## src/rtl/kdtq_ram.sv

```systemverilog
module kdtq_ram #(
  parameter int WIDTH = 8,
  parameter int DEPTH = 64
) (
  input  logic                     clk,
  input  logic                     wr_en,
  input  logic [$clog2(DEPTH)-1:0] wr_addr,
  input  logic [WIDTH-1:0]         wr_data,
  input  logic [$clog2(DEPTH)-1:0] rd_addr,
  output logic [WIDTH-1:0]         rd_data
);

  logic [WIDTH-1:0] mem [DEPTH];

  always_ff @(posedge clk) begin
    if (wr_en) begin
      mem[wr_addr] <= wr_data;
    end
    rd_data <= mem[rd_addr];
  end

endmodule

```

## config.mk

```make
export PLATFORM = sky130hd
export DESIGN_NAME = kdtq_ram
export DESIGN_NICKNAME = d
export VERILOG_FILES = /design/src/rtl/kdtq_ram.sv
export SDC_FILE = /design/constraint.sdc
export NUM_CORES = 1
export LEC_CHECK = 0
export ABC_AREA = 1
export BUFFER_PORTS_ARGS = -buffer_cell sky130_fd_sc_hd__buf_4
export CELL_PAD_IN_SITES_DETAIL_PLACEMENT = 1
export CELL_PAD_IN_SITES_GLOBAL_PLACEMENT = 1
export CORE_ASPECT_RATIO = 2
export CORE_MARGIN = 2
export CORE_UTILIZATION = 30
export CTS_CLUSTER_SIZE = 16
export DETAILED_ROUTE_END_ITERATION = 8
export PLACE_DENSITY_LB_ADDON = 0.1
export SLEW_MARGIN = 5
export SYNTH_ARGS = -nofsm -noshare
export SYNTH_HDL_FRONTEND = slang
export SYNTH_SLANG_ARGS = --single-unit
```

## constraint.sdc

```tcl
create_clock -name clk -period 1.94 [get_ports clk]
set_input_delay 0.194 -clock clk [delete_from_list [all_inputs] [get_ports clk]]
set_output_delay 0.194 -clock clk [all_outputs]
set_load 0.005 [all_outputs]
```

### Yosys cells after proc, flatten, opt, wreduce, memory -nomap -nowiden

Memory sizes are Yosys's and may differ from the RTL's. A register that Yosys moved wholly into a read port is not among the register bits.
Cells that the tools add are included.

* add/sub/neg operators: 0
* $mul: 0
* div/mod/pow operators: 0
* magnitude comparators: 0
* equality and inequality tests: 0
* shifts and indexed selects: 0
* mux-type cells: 2
* bitwise gates (word level): 0
* reductions and logical operators: 0

Operators by type and width (number)
* $mux 1: 2

* register bits after elaboration: 0
* bits in latches: 0
* bits in writable memories: 512
* ROM bits: 0
* input bits: 22
* memories kept: 1

Memory list
* mem: words 64, width 8, read ports 1, clocked after memory_dff 1, wr ports 1, RTL line 13 `logic [WIDTH-1:0] mem [DEPTH];`

### Longest topological paths before layout

Gate-level depths: netlist (run 1).

* depth after elaboration: 2
* gate-level depth with buffers: 12
* mapped depth without buffers: 9

### Least setup slack after synthesis (run 1)

OpenSTA, ideal clock, no wires.

* path type: input to register
* start point: input wr_en
* end point: memory mem[48][0], enable pin
* arrival time: 1.565 ns
* setup slack: -0.020 ns
* stages: 3
* cells stage by stage: clkbuf_1 -> nand4_1 -> nor4_1

* longest elaborated chain between the ends: 2

Ends and longest elaborated chain
* from (decl): RTL line 6 `input logic wr_en,`
* $mux 1: RTL line 16 `if (wr_en) begin`
* $mux 1 (not written as such): RTL line 17 `mem[wr_addr] <= wr_data;`
* to (decl): RTL line 13

No other way between the ends.

### Worst setup path in the final report (run 1)

* start point: register rd_data[7] (read register of mem)
* end point: output rd_data[7]

RTL lines
* from (decl): RTL line 10 `output logic [WIDTH-1:0] rd_data`

No word-level cell between the ends.

==> reports/qor.yml, run 1 <==
min-delay-path-class: "primary input to register"
postRouteWirelength_um: 69360
finalClockSkew_ns: 0.02306
detail_route.drc_violations: 0
crit_path_max_fanout: 1
drtAntennaViolNets: 0
chipWidth_um: 192.6
clk-insertion-delay-late_ns: 0.59
io_pins: 30
status: "completed"
n_antenna_cell: 0
firstDrtPassIters: 4
setup_viol: 0
setup_ws_ns: 0.5219
global_route.overflow_total: 0
cp_slowest_stage_delay_ns: 0.48
critPathKind: "register to primary output"
cts.reportedPaths.clkPinSlew_ns: 0.07
yosysSeqAreaShare: 0.7280
first_global_vias: 14920
timing.critical_path.required_ns: 1.75
final-hold-violation-count: 0
detailed_route_vias_per_instance: 4.925
period_needed_ns: 1.418
dr_total_vias: 14030
synthesis.yosys.warnings: 0
gp_congestion: 0.7928
cts-resized-gates: 0
floorplan.initialDensity: 0.3022
groute.usage.overall: 0.1929
iteration_0_drc_markers: 741
final_max_slew_viol_count: 0
proportion_of_register_bits_with_asynchronous_set_or_reset_after_synthesis: 0
synth_nets: 1827
cts_post_setup_buffers_inserted: 0
peak_freq_mhz: 705.2
cts_tree: "built"
post_cts_hold_buffer_count: 2
grt_setup_unrepaired: "false"
drt-wirelength-per-cell_um: 24.35
detailed_place.area_mm2: 0.02326
area_growth_syn_to_layout_pct: 16.29
post-route-period-util: 0.7310
min_to: "mem[0][1]$_DFFE_PP_"
fill_cells: 7592
crit-reg2reg-launch: "mem[3][7]$_DFFE_PP_"
numClockSinks: 520
htree_levels: 2
io_buffer_count: 29
die_h_um: 381.2
number_of_cell_instances_on_the_worst_register_to_register_path: 8
post_synth.cell_area_avg_um2: 11.82
finalInstanceArea_mm2: 0.02482
place_ws_ns: 0.06623
fp-row-count: 138
clock_tree.root_cell: "sky130_fd_sc_hd__clkbuf_16"
ys_dominant_reg_cell: "sky130_fd_sc_hd__edfxtp_1"
power_leakage_nw: 8.945
tightestPinTransition_ns: 0.4597
cp.buffers_inverters: 1
wire_length_of_the_first_global_routing_pass_um: 102600
placeableCoreArea_mm2: 0.07062
power_density_mw_per_mm2: 959.6
crit_path_end_kind: "primary output"
r2r_slack_ns: 0.57
cpMaxStageDelayCell: "sky130_fd_sc_hd__dfxtp_1"
cap_violations: 0
slew_headroom: 0.6927
postSynthRegisterBits: 520
post_synth_num_cell_types: 16
synth-edff-count: 512
grt_max_degree: 73
cts_inserted_buffers: 49
final_layout_size_suffix_gt1_frac: 0.1176
synth_area_mm2: 0.02134
worstPathArrival_ns: 1.22
floorplan.die_area_mm2: 0.07341
power.ir.vdd_worst_uv: 669.6
r2r-end: "rd_data[7]$_DFF_P_"
holdCritStartpoint: "wr_data[1]"
worst_path_dominant_cell_family: "flip-flops"
place.detailed.hpwl_um: 44420
startpoint_type: "register"
grt_antenna_before_repair: 2
nets: 1924
cell_count_after_synthesis: 1805
holdWs_ns: 0.02849
cts.path.max_buffers: 3
min_delay_path_depth: 1
crit_path_cell_trace: "buf_4"
==> worst register-to-register path: stages (launching register included) <==
cell	delay, ns
sky130_fd_sc_hd__edfxtp_1	0.36
sky130_fd_sc_hd__nand2_1	0.07
sky130_fd_sc_hd__nand3_1	0.08
sky130_fd_sc_hd__nand3_1	0.18
sky130_fd_sc_hd__nand2_1	0.10
sky130_fd_sc_hd__nand2_1	0.08
sky130_fd_sc_hd__nand3_1	0.14
sky130_fd_sc_hd__nand3_1	0.18
sky130_fd_sc_hd__nand2_1	0.06
==> power breakdown <==
part           total, mW  internal, mW  leakage [nW]  switching, mW
logic               1.72         0.496          3.53           1.23
clock network       9.62          5.29         0.743           4.33
registers           12.5          12.4          4.67         0.0453
==> worst max-delay path by stage <==
stage                                    from              endpoint  depth (start not counted)
after detailed placement           rd_addr[1]    rd_data[7]$_DFF_P_                         10
after global routing      mem[3][7]$_DFFE_PP_    rd_data[7]$_DFF_P_                          8
after floorplan                         wr_en  mem[48][0]$_DFFE_PP_                          3
after CTS                  rd_data[7]$_DFF_P_            rd_data[7]                          1
after global placement             rd_addr[1]    rd_data[7]$_DFF_P_                         10
final                      rd_data[7]$_DFF_P_            rd_data[7]                          1
==> cell usage after synthesis (9+ instances only) <==
| cell | instances | share of area |
|---|---|---|
| sky130_fd_sc_hd__buf_2 | 37 | 0.0087 |
| sky130_fd_sc_hd__nand4_1 | 9 | 0.0026 |
| sky130_fd_sc_hd__nor2_1 | 56 | 0.0099 |
| sky130_fd_sc_hd__nand2_1 | 648 | 0.11 |
| sky130_fd_sc_hd__inv_1 | 10 | 0.0018 |
| sky130_fd_sc_hd__buf_4 | 14 | 0.0049 |
| sky130_fd_sc_hd__clkbuf_1 | 15 | 0.0026 |
| sky130_fd_sc_hd__edfxtp_1 | 512 | 0.72 |
| sky130_fd_sc_hd__buf_6 | 35 | 0.018 |
| sky130_fd_sc_hd__nand3_1 | 439 | 0.10 |
| sky130_fd_sc_hd__buf_1 | 10 | 0.0018 |
==> layer usage <==
layer | global-route usage | vias up | part of all wire | wire length, um
li1 | - | 6522 | - | -
met2 | 0.3604 | 191 | 0.54 | 37710
met1 | 0.2218 | 7220 | 0.39 | 27260
met4 | 0.07492 | 0 | 0.040 | 2774
met5 | 0 | - | 0 | 0
met3 | 0.01898 | 97 | 0.023 | 1622
==> layout by cell type (no fill, tap or decap), drive strengths merged, types with 4 or more instances in the layout <==
| cell | instances |
|---|---|
| nand2 | 648 |
| nand4 | 9 |
| nor4 | 8 |
| inv | 13 |
| clkbuf | 57 |
| edfxtp | 512 |
| nor2 | 56 |
| bufinv | 5 |
| clkinvlp | 4 |
| buf | 156 |
| clkinv | 22 |
| dfxtp | 8 |
| nand3 | 439 |
==> per-stage QoR <==
stage / TNS (ns) / power [mW] / util / instances
5_1_grt: 0 / 24.60 / 0.3514 / 2849
3_3_place_gp: 0 / 14.48 / 0.3294 / 2759
2_1_floorplan: -1.287 / 13.57 / - / 1805
3_5_place_dp: 0 / 14.49 / 0.3294 / 2759
6_report: 0 / 23.81 / 0.3514 / 2849
4_1_cts: 0 / 24.18 / 0.3514 / 2849
==> flip-flops by register name, summed over array words and instances (netlist names) <==
name,count
mem,512
rd_data,8
==> cells by family (layout without fill, tap and decap cells) <==
kind of cell / count (synthesis) / in the layout / share of synthesized area
buf+inv: 125 / 259 / 0.04022
flops: 520 / 520 / 0.7280
simple gates: 1160 / 1160 / 0.2318
==> layout make-up <==
cell class              count  area (um^2)  area share
flip-flops and latches    520        15530      0.6260
multi-input cells        1160         4946      0.1993
repair buffers            159         1605     0.06469
clock buffers              56         1252     0.05047
well taps                 910         1139     0.04588
clock inverters            32        282.8     0.01140
inverters                  12        55.05    0.002219
Note: power is estimated with default switching activity, not from simulation.
==> inputs of run 2 (changes only) <==
ABC_AREA = 0   (was 1)
clock period = 1.34 ns   (was 1.94 ns; I/O delays follow)
==> run 2 against run 1 <==
  * Combinational power is 36% higher
  * Core utilization is 3.9 points higher
  * Largest cell class unchanged
  * Non-clock buffer count is 71 higher
  * Final cell count shrank 27%
  * Critical path type is now register to register
  * Die area decreased by 5.4%
  * Count of clock-buffer cells in the layout is 6 higher
  * Synthesized cell count decreased by 48%
  * The flow now finishes with violations (setup timing)
  * Worst setup slack worse by 1.0 ns
  * Critical endpoint is now rd_data[2]$_DFF_P_
  * Power up 43%
  * Via count fell by 28%
  * Sequential share of layout area decreased by 2.8 points
==> reports/qor.yml, run 2 <==
detail_route.drc_violations: 0  # unchanged
final_layout_size_suffix_gt1_frac: 0.4397  # +0.3221
crit_path_cell_trace: "mux4_2 > mux4_2 > nor2_4 > nor3_2 > o2bb2ai_1"
synth.most_common_cell: "sky130_fd_sc_hd__edfxtp_1"
crit_path_max_fanout: 1  # unchanged
layout_common_cells: "512 x sky130_fd_sc_hd__edfxtp_1, 140 x sky130_fd_sc_hd__buf_4, 126 x sky130_fd_sc_hd__mux4_2, 87 x sky130_fd_sc_hd__buf_12, 57 x sky130_fd_sc_hd__nor2_4"
largest_register_ffs: 512  # unchanged
ys_dominant_reg_cell: "sky130_fd_sc_hd__edfxtp_1"
io_pins: 30  # unchanged
drtAntennaViolNets: 0  # unchanged
area_growth_syn_to_layout_pct: 28.87
placeableCoreArea_mm2: 0.06656  # -5.7%
synth_area_mm2: 0.02017  # -5.5%
wire_length_of_the_first_global_routing_pass_um: 83190  # -19%
postRouteWirelength_um: 58290  # -16%
netlist_top_cells_count: "512 x sky130_fd_sc_hd__edfxtp_1, 126 x sky130_fd_sc_hd__mux4_2, 83 x sky130_fd_sc_hd__nor2_1"
tightestPinTransition_ns: 0.8190  # +0.3594 ns
worst_path_dominant_cell_family: "multiplexers"
yosysSeqAreaShare: 0.7703  # +0.04232
status: "complete, but fails checks"
detailed_route_vias_per_instance: 4.827  # -2.0%
htree_levels: 2  # unchanged
final-hold-violation-count: 0  # unchanged
power_leakage_nw: 8.244  # -7.8%
post-route-period-util: 1.391
synth_nets: 962  # -47%
cts_tree: "built"
clk-insertion-delay-late_ns: 0.58  # about the same
critical_path_depth: 5  # +4
power_density_mw_per_mm2: 1313  # +37%
iteration_0_drc_markers: 560  # -24%
layout_top_registers: "mem (512), rd_data (8)"
critPathKind: "register to register"
failed_checks: "setup timing"
first_global_vias: 11210  # -25%
proportion_of_register_bits_with_asynchronous_set_or_reset_after_synthesis: 0  # unchanged
yosys.area.top_type_share: 0.7624  # +0.04188
cts.reportedPaths.clkPinSlew_ns: 0.07  # about the same
cp-startpoint: "mem[12][2]$_DFFE_PP_"
timing.critical_path.required_ns: 1.81  # +0.06 ns
worstPathArrival_ns: 2.33  # +1.11 ns
drt-wirelength-per-cell_um: 27.92  # +15%
cap_violations: 0  # unchanged
min-delay-path-class: "primary input to register"
fp-row-count: 134  # -2.9%
grt_max_degree: 65  # -11%
cpMaxStageDelayCell: "sky130_fd_sc_hd__mux4_2"
slew_headroom: 0.4540  # -0.2387
sequential_cell_area_mm2: 0.01554  # about the same
cts_post_setup_buffers_inserted: 0  # unchanged
peak_freq_mhz: 536.6
grt_setup_unrepaired: "true"
floorplan.die_area_mm2: 0.06944  # -5.4%
cts_inserted_buffers: 47  # -4.1%
final_common_cell: "sky130_fd_sc_hd__edfxtp_1"
die_h_um: 370.7  # -2.8%
synthesis.yosys.warnings: 0  # unchanged
io_buffer_count: 29  # unchanged
setup_viol: 8  # +8
worstSetupEndpoint: "rd_data[2]$_DFF_P_"
critPathMostFrequentCell: "sky130_fd_sc_hd__mux4_2"
finalClockSkew_ns: 0.02927  # +0.006207 ns
r2r_slack_ns: -0.52  # -1.09 ns
setup-tns-final_ns: -3.881  # -3.881 ns
power.ir.vdd_worst_uv: 863.5  # +29%
detailed_place.area_mm2: 0.02431  # +4.5%
dr_total_vias: 10080  # -28%
regMostFlops: "mem"
gp_congestion: 0.7445  # -6.1%
global_route.overflow_total: 0  # unchanged
floorplan.initialDensity: 0.3030  # +0.0008127
chipWidth_um: 187.3  # -2.7%
firstDrtPassIters: 4  # unchanged
post_synth_num_cell_types: 40  # +24
cp_slowest_stage_delay_ns: 0.58  # +0.10 ns
startpoint_type: "register"
finalInstanceArea_mm2: 0.02599  # +4.7%
crit_path_end_kind: "register"
synth_area_leaders: "sky130_fd_sc_hd__edfxtp_1 76%, sky130_fd_sc_hd__mux4_2 14%, sky130_fd_sc_hd__nor2_1 1.5%, sky130_fd_sc_hd__mux2i_1 1.1%, sky130_fd_sc_hd__dfxtp_1 0.79%"
cts.path.max_buffers: 3  # unchanged
multiInputGateArea_mm2: 0.004974  # +0.56%
setup_ws_ns: -0.5234  # -1.045 ns
clock_tree.root_cell: "sky130_fd_sc_hd__clkbuf_16"
holdCritStartpoint: "wr_data[6]"
postSynthRegisterBits: 520  # unchanged
groute.usage.overall: 0.1714  # -0.02156
nets: 1190  # -38%
crit-reg2reg-launch: "mem[12][2]$_DFFE_PP_"
cell_count_after_synthesis: 940  # -48%
fill_cells: 6309  # -17%
place.detailed.hpwl_um: 41190  # -7.3%
synthDominantAreaCellType: "sky130_fd_sc_hd__edfxtp_1"
final_max_slew_viol_count: 0  # unchanged
numClockSinks: 520  # unchanged
period_needed_ns: 1.863
r2r-end: "rd_data[2]$_DFF_P_"
cp.buffers_inverters: 0  # -1
post_synth.cell_area_avg_um2: 21.45  # +81%
grt_antenna_before_repair: 2  # unchanged
number_of_cell_instances_on_the_worst_register_to_register_path: 5  # -3
synth-edff-count: 512  # unchanged
[run 2: changes by cell type in the layout (fill, tap and decap cells not counted), sizes merged, moves of 13 or more]
cell	change
nand3	-426
buf	+71
mux2i	+23
mux4	+126
nand2	-629
nor2	+27
inv	-13
mux2	+13
nor2b	+14
[run 2: layer usage]
metal,track usage,wire (um)
met2,0.3562,35310
met3,0.01769,1190
met5,0,23
met1,0.1727,19950
met4,0.05891,1821
[run 2: logic make-up after synthesis]
| family | Yosys count | synth area share |
|---|---|---|
| multiplexers | 162 | 0.1594 |
| AO/OA/AOI/OAI | 54 | 0.02072 |
| AND/OR/NAND/NOR | 153 | 0.03387 |
| buffers and inverters | 51 | 0.01570 |
| flip-flops | 520 | 0.7703 |
[run 2: timing repair]
item | in CTS | in global routing
hold endpoints to repair | 21 | 0
hold buffers | 2 | 0
pin swaps | 4 | 2
gates resized for setup | 22 | 3
endpoints found under the setup margin | 9 | 8
[run 2: layout make-up]
type	count	share of cell area
diodes	1	0.00009629
flip-flops and latches	520	0.5978
clock inverters	22	0.009195
multi-input cells	369	0.1914
repair buffers	230	0.1088
clock buffers	62	0.05021
well taps	884	0.04256
[run 2: worst reg2reg max path, cell delays in order, from the launching register on]
cell                        delay, ns
sky130_fd_sc_hd__edfxtp_1        0.40
sky130_fd_sc_hd__mux4_2          0.47
sky130_fd_sc_hd__mux4_2          0.58
sky130_fd_sc_hd__nor2_4          0.15
sky130_fd_sc_hd__nor3_2          0.05
sky130_fd_sc_hd__o2bb2ai_1       0.12
[run 2: stage by stage]
step	setup slack, ns	util	total power [mW]	std cells	hold slack [ns]
floorplan	-0.3425	-	19.47	940	0.2329
detailed placement	-1.000	0.3653	20.78	2001	0.5000
CTS	-0.5483	0.3901	34.60	2087	0.04014
global placement	-0.9920	0.3653	20.75	2001	0.4930
global route	-0.5679	0.3904	35.10	2087	0.05629
finish	-0.5234	0.3904	34.13	2088	0.04391
[run 2: worst min-delay path by stage]
| stage | slack, ns | cells after the start | to |
|---|---|---|---|
| floorplan | 0.23 | 0 | mem[0][0]$_DFFE_PP_ |
| global placement | 0.49 | 2 | rd_data[3]$_DFF_P_ |
| detailed placement | 0.50 | 2 | rd_data[3]$_DFF_P_ |
| CTS | 0.04 | 2 | mem[0][6]$_DFFE_PP_ |
| global route | 0.06 | 2 | mem[0][6]$_DFFE_PP_ |
| finish | 0.04 | 2 | mem[0][6]$_DFFE_PP_ |
[run 2: report_power, final]
part	internal (mW)	switching, mW	total, mW
Sequential	18.0	0.0507	18.0
Combinational	1.03	1.31	2.34
Clock	7.81	5.93	13.7
==> inputs of run 3 (changes only) <==
CTS_CLUSTER_DIAMETER = 200   (was unset)
RECOVER_POWER = 50   (was unset)
clock period = 1.7 ns   (was 1.34 ns; I/O delays follow)
==> run 3 against run 2 <==
  * Critical endpoint is now rd_data[4]$_DFF_P_
  * Hold slack gained 0.0013 ns
  * Sequential cell count is the same
  * Register-to-register slack gained 0.36 ns
  * Critical path type unchanged
  * Core utilization shrank 2.9 points
  * Cell area shrank 7.4%
  * Die area is the same
  * Wire length grew 2.5%
  * Power shrank 27%
  * The flow finishes with violations (capacitance limit, slew limit, setup timing)
==> reports/qor.yml, run 3 (synthesis gave the netlist of run 2 again) <==
status: "complete, but fails checks"
failed_checks: "capacitance limit, slew limit, setup timing"
clock_tree.root_cell: "sky130_fd_sc_hd__clkbuf_16"
setup-tns-final_ns: -0.9209  # +2.960 ns
multiInputGateArea_mm2: 0.004514  # -9.2%
regMostFlops: "mem"
gr-usage-met2: 0.3602  # +0.004075
cts.reportedPaths.clkPinSlew_ns: 0.07  # about the same
chipWidth_um: 187.3  # unchanged
tightestPinTransition_ns: 1.650  # +0.8313 ns
grt_antenna_before_repair: 2  # unchanged
timing.critical_path.required_ns: 2.13  # +0.32 ns
final_max_slew_viol_count: 288  # +288
htree_levels: 2  # unchanged
drtAntennaViolNets: 0  # unchanged
sequential_cell_area_mm2: 0.01553  # about the same
die_h_um: 370.7  # unchanged
grtUsageMet1: 0.1794  # +0.006666
slew_headroom: -0.1002  # -0.5542
dp.cells: 2001  # unchanged
fill_cells: 6521  # +3.4%
power_leakage_nw: 7.678  # -6.9%
first_global_vias: 11280  # +0.71%
period_needed_ns: 1.867  # +0.003791 ns
power_density_mw_per_mm2: 1030  # -22%
critPathKind: "register to register"
clk-insertion-delay-late_ns: 0.57  # about the same
grt_max_degree: 65  # unchanged
post-route-period-util: 1.098  # -0.2923
wire_length_of_the_first_global_routing_pass_um: 84950  # +2.1%
layout_top_registers: "mem (512), rd_data (8)"
nets: 1179  # -0.92%
detailed_route_vias_per_instance: 4.819  # -0.15%
power_mw: 24.80  # -27%
postRouteWirelength_um: 59730  # +2.5%
peak_freq_mhz: 535.6  # -0.20%
fp-row-count: 134  # unchanged
final_common_cell: "sky130_fd_sc_hd__edfxtp_1"
cts_post_setup_buffers_inserted: 0  # unchanged
gp_congestion: 0.7640  # +2.6%
cts_inserted_buffers: 38  # -19%
io_pins: 30  # unchanged
crit_path_end_kind: "register"
drt-wirelength-per-cell_um: 28.94  # +3.7%
fin_cells: 2064  # -1.1%
final-hold-violation-count: 0  # unchanged
startpoint_type: "register"
cts.path.max_buffers: 3  # unchanged
grt.met3_usage: 0.01788  # +0.0001892
final_layout_size_suffix_gt1_frac: 0.3551  # -0.08465
top_usage_layer: "met2"
placeableCoreArea_mm2: 0.06656  # unchanged
firstDrtPassIters: 4  # unchanged
setup_viol: 8  # unchanged
global_route.overflow_total: 0  # unchanged
groute.usage.overall: 0.1760  # +0.004586
numClockSinks: 520  # unchanged
min-delay-path-class: "primary input to register"
n_antenna_cell: 0  # -1
worstPathArrival_ns: 2.30  # -0.03 ns
setup_ws_ns: -0.1672  # +0.3562 ns
area_growth_syn_to_layout_pct: 19.35
floorplan.die_area_mm2: 0.06944  # unchanged
dr_total_vias: 9947  # -1.3%
iteration_0_drc_markers: 566  # +1.1%
io_buffer_count: 29  # unchanged
power.ir.vdd_worst_uv: 579.5  # -33%
cap_violations: 5  # +5
place.detailed.hpwl_um: 42390  # +2.9%
detail_route.drc_violations: 0  # unchanged
floorplan.initialDensity: 0.3030  # unchanged
cts_tree: "built"
finalClockSkew_ns: 0.02456  # -0.004704 ns
largest_register_ffs: 512  # unchanged
crit_path_max_fanout: 1  # unchanged
grt_setup_unrepaired: "true"
layout_common_cells: "512 x sky130_fd_sc_hd__edfxtp_1, 178 x sky130_fd_sc_hd__buf_4, 126 x sky130_fd_sc_hd__mux4_2, 79 x sky130_fd_sc_hd__nor2_1, 41 x sky130_fd_sc_hd__clkbuf_16"
-- run 3: changes by cell type in the layout (fill, tap and decap cells not counted), moves of 7 or more --
cell	change
sky130_fd_sc_hd__buf_12	-74
sky130_fd_sc_hd__nor2_4	-55
sky130_fd_sc_hd__buf_4	+38
sky130_fd_sc_hd__clkbuf_16	-8
sky130_fd_sc_hd__clkbuf_2	+13
sky130_fd_sc_hd__nor2_1	+60
sky130_fd_sc_hd__clkbuf_1	+25
sky130_fd_sc_hd__clkinv_1	-7
-- run 3: final cells by class --
type,instances,share of cell area
repair buffers,228,0.07480
clock inverters,1,0.0003639
well taps,884,0.04595
clock buffers,62,0.04590
flip-flops and latches,520,0.6454
multi-input cells,369,0.1876
-- run 3: stage by stage --
step / util / instance area [um^2] / setup WS (ns) / hold slack, ns
after detailed placement: 0.3442 / 22910 / -0.6505 / 0.5797
after CTS: 0.3635 / 24200 / -0.2115 / 0.001627
after global placement: 0.3442 / 22910 / -0.6958 / 0.5965
final: 0.3616 / 24070 / -0.1672 / 0.04524
after floorplan: - / 20210 / -0.01845 / 0.2689
after global routing: 0.3616 / 24070 / -0.2241 / 0.03363
-- run 3: report_power, final --
| part | internal [mW] | total, mW | switching (mW) | leakage (nW) |
|---|---|---|---|---|
| registers | 14.2 | 14.2 | 0.0371 | 4.67 |
| logic | 0.722 | 1.71 | 0.988 | 2.47 |
| clock network | 4.46 | 8.88 | 4.42 | 0.535 |
| total | 19.4 | 24.8 | 5.44 | 7.68 |
-- run 3: worst paths after layout --
check        cells after the start  slack (ns)            startpoint            endpoint
max                              4       -0.17  mem[34][4]$_DFFE_PP_  rd_data[4]$_DFF_P_
min                              2        0.05            rd_addr[5]  rd_data[3]$_DFF_P_
min reg2reg                      4        0.92  mem[18][1]$_DFFE_PP_  rd_data[1]$_DFF_P_
max reg2reg                      4       -0.17  mem[34][4]$_DFFE_PP_  rd_data[4]$_DFF_P_
-- run 3: repair_timing --
action	4_1_cts	5_1_grt
hold endpoints to repair	12	0
resized for setup	34	7
setup endpoints to repair	8	8
pin swaps	9	1
hold buffers	3	0
-- run 3: layer usage --
metal / up-vias / wire [um] / part of all wire
met3: 89 / 1505 / 0.025
met5: - / 0 / 0
met1: 5374 / 20480 / 0.34
li1: 4337 / - / -
met2: 147 / 35550 / 0.60
met4: 0 / 2188 / 0.037
-- run 3: critical path: stages (launching register included) --
cell and delay [ns]:
sky130_fd_sc_hd__edfxtp_1 0.37, sky130_fd_sc_hd__mux4_2 0.52, sky130_fd_sc_hd__mux4_2 0.54, sky130_fd_sc_hd__nor2_4 0.19
sky130_fd_sc_hd__o32ai_2 0.11
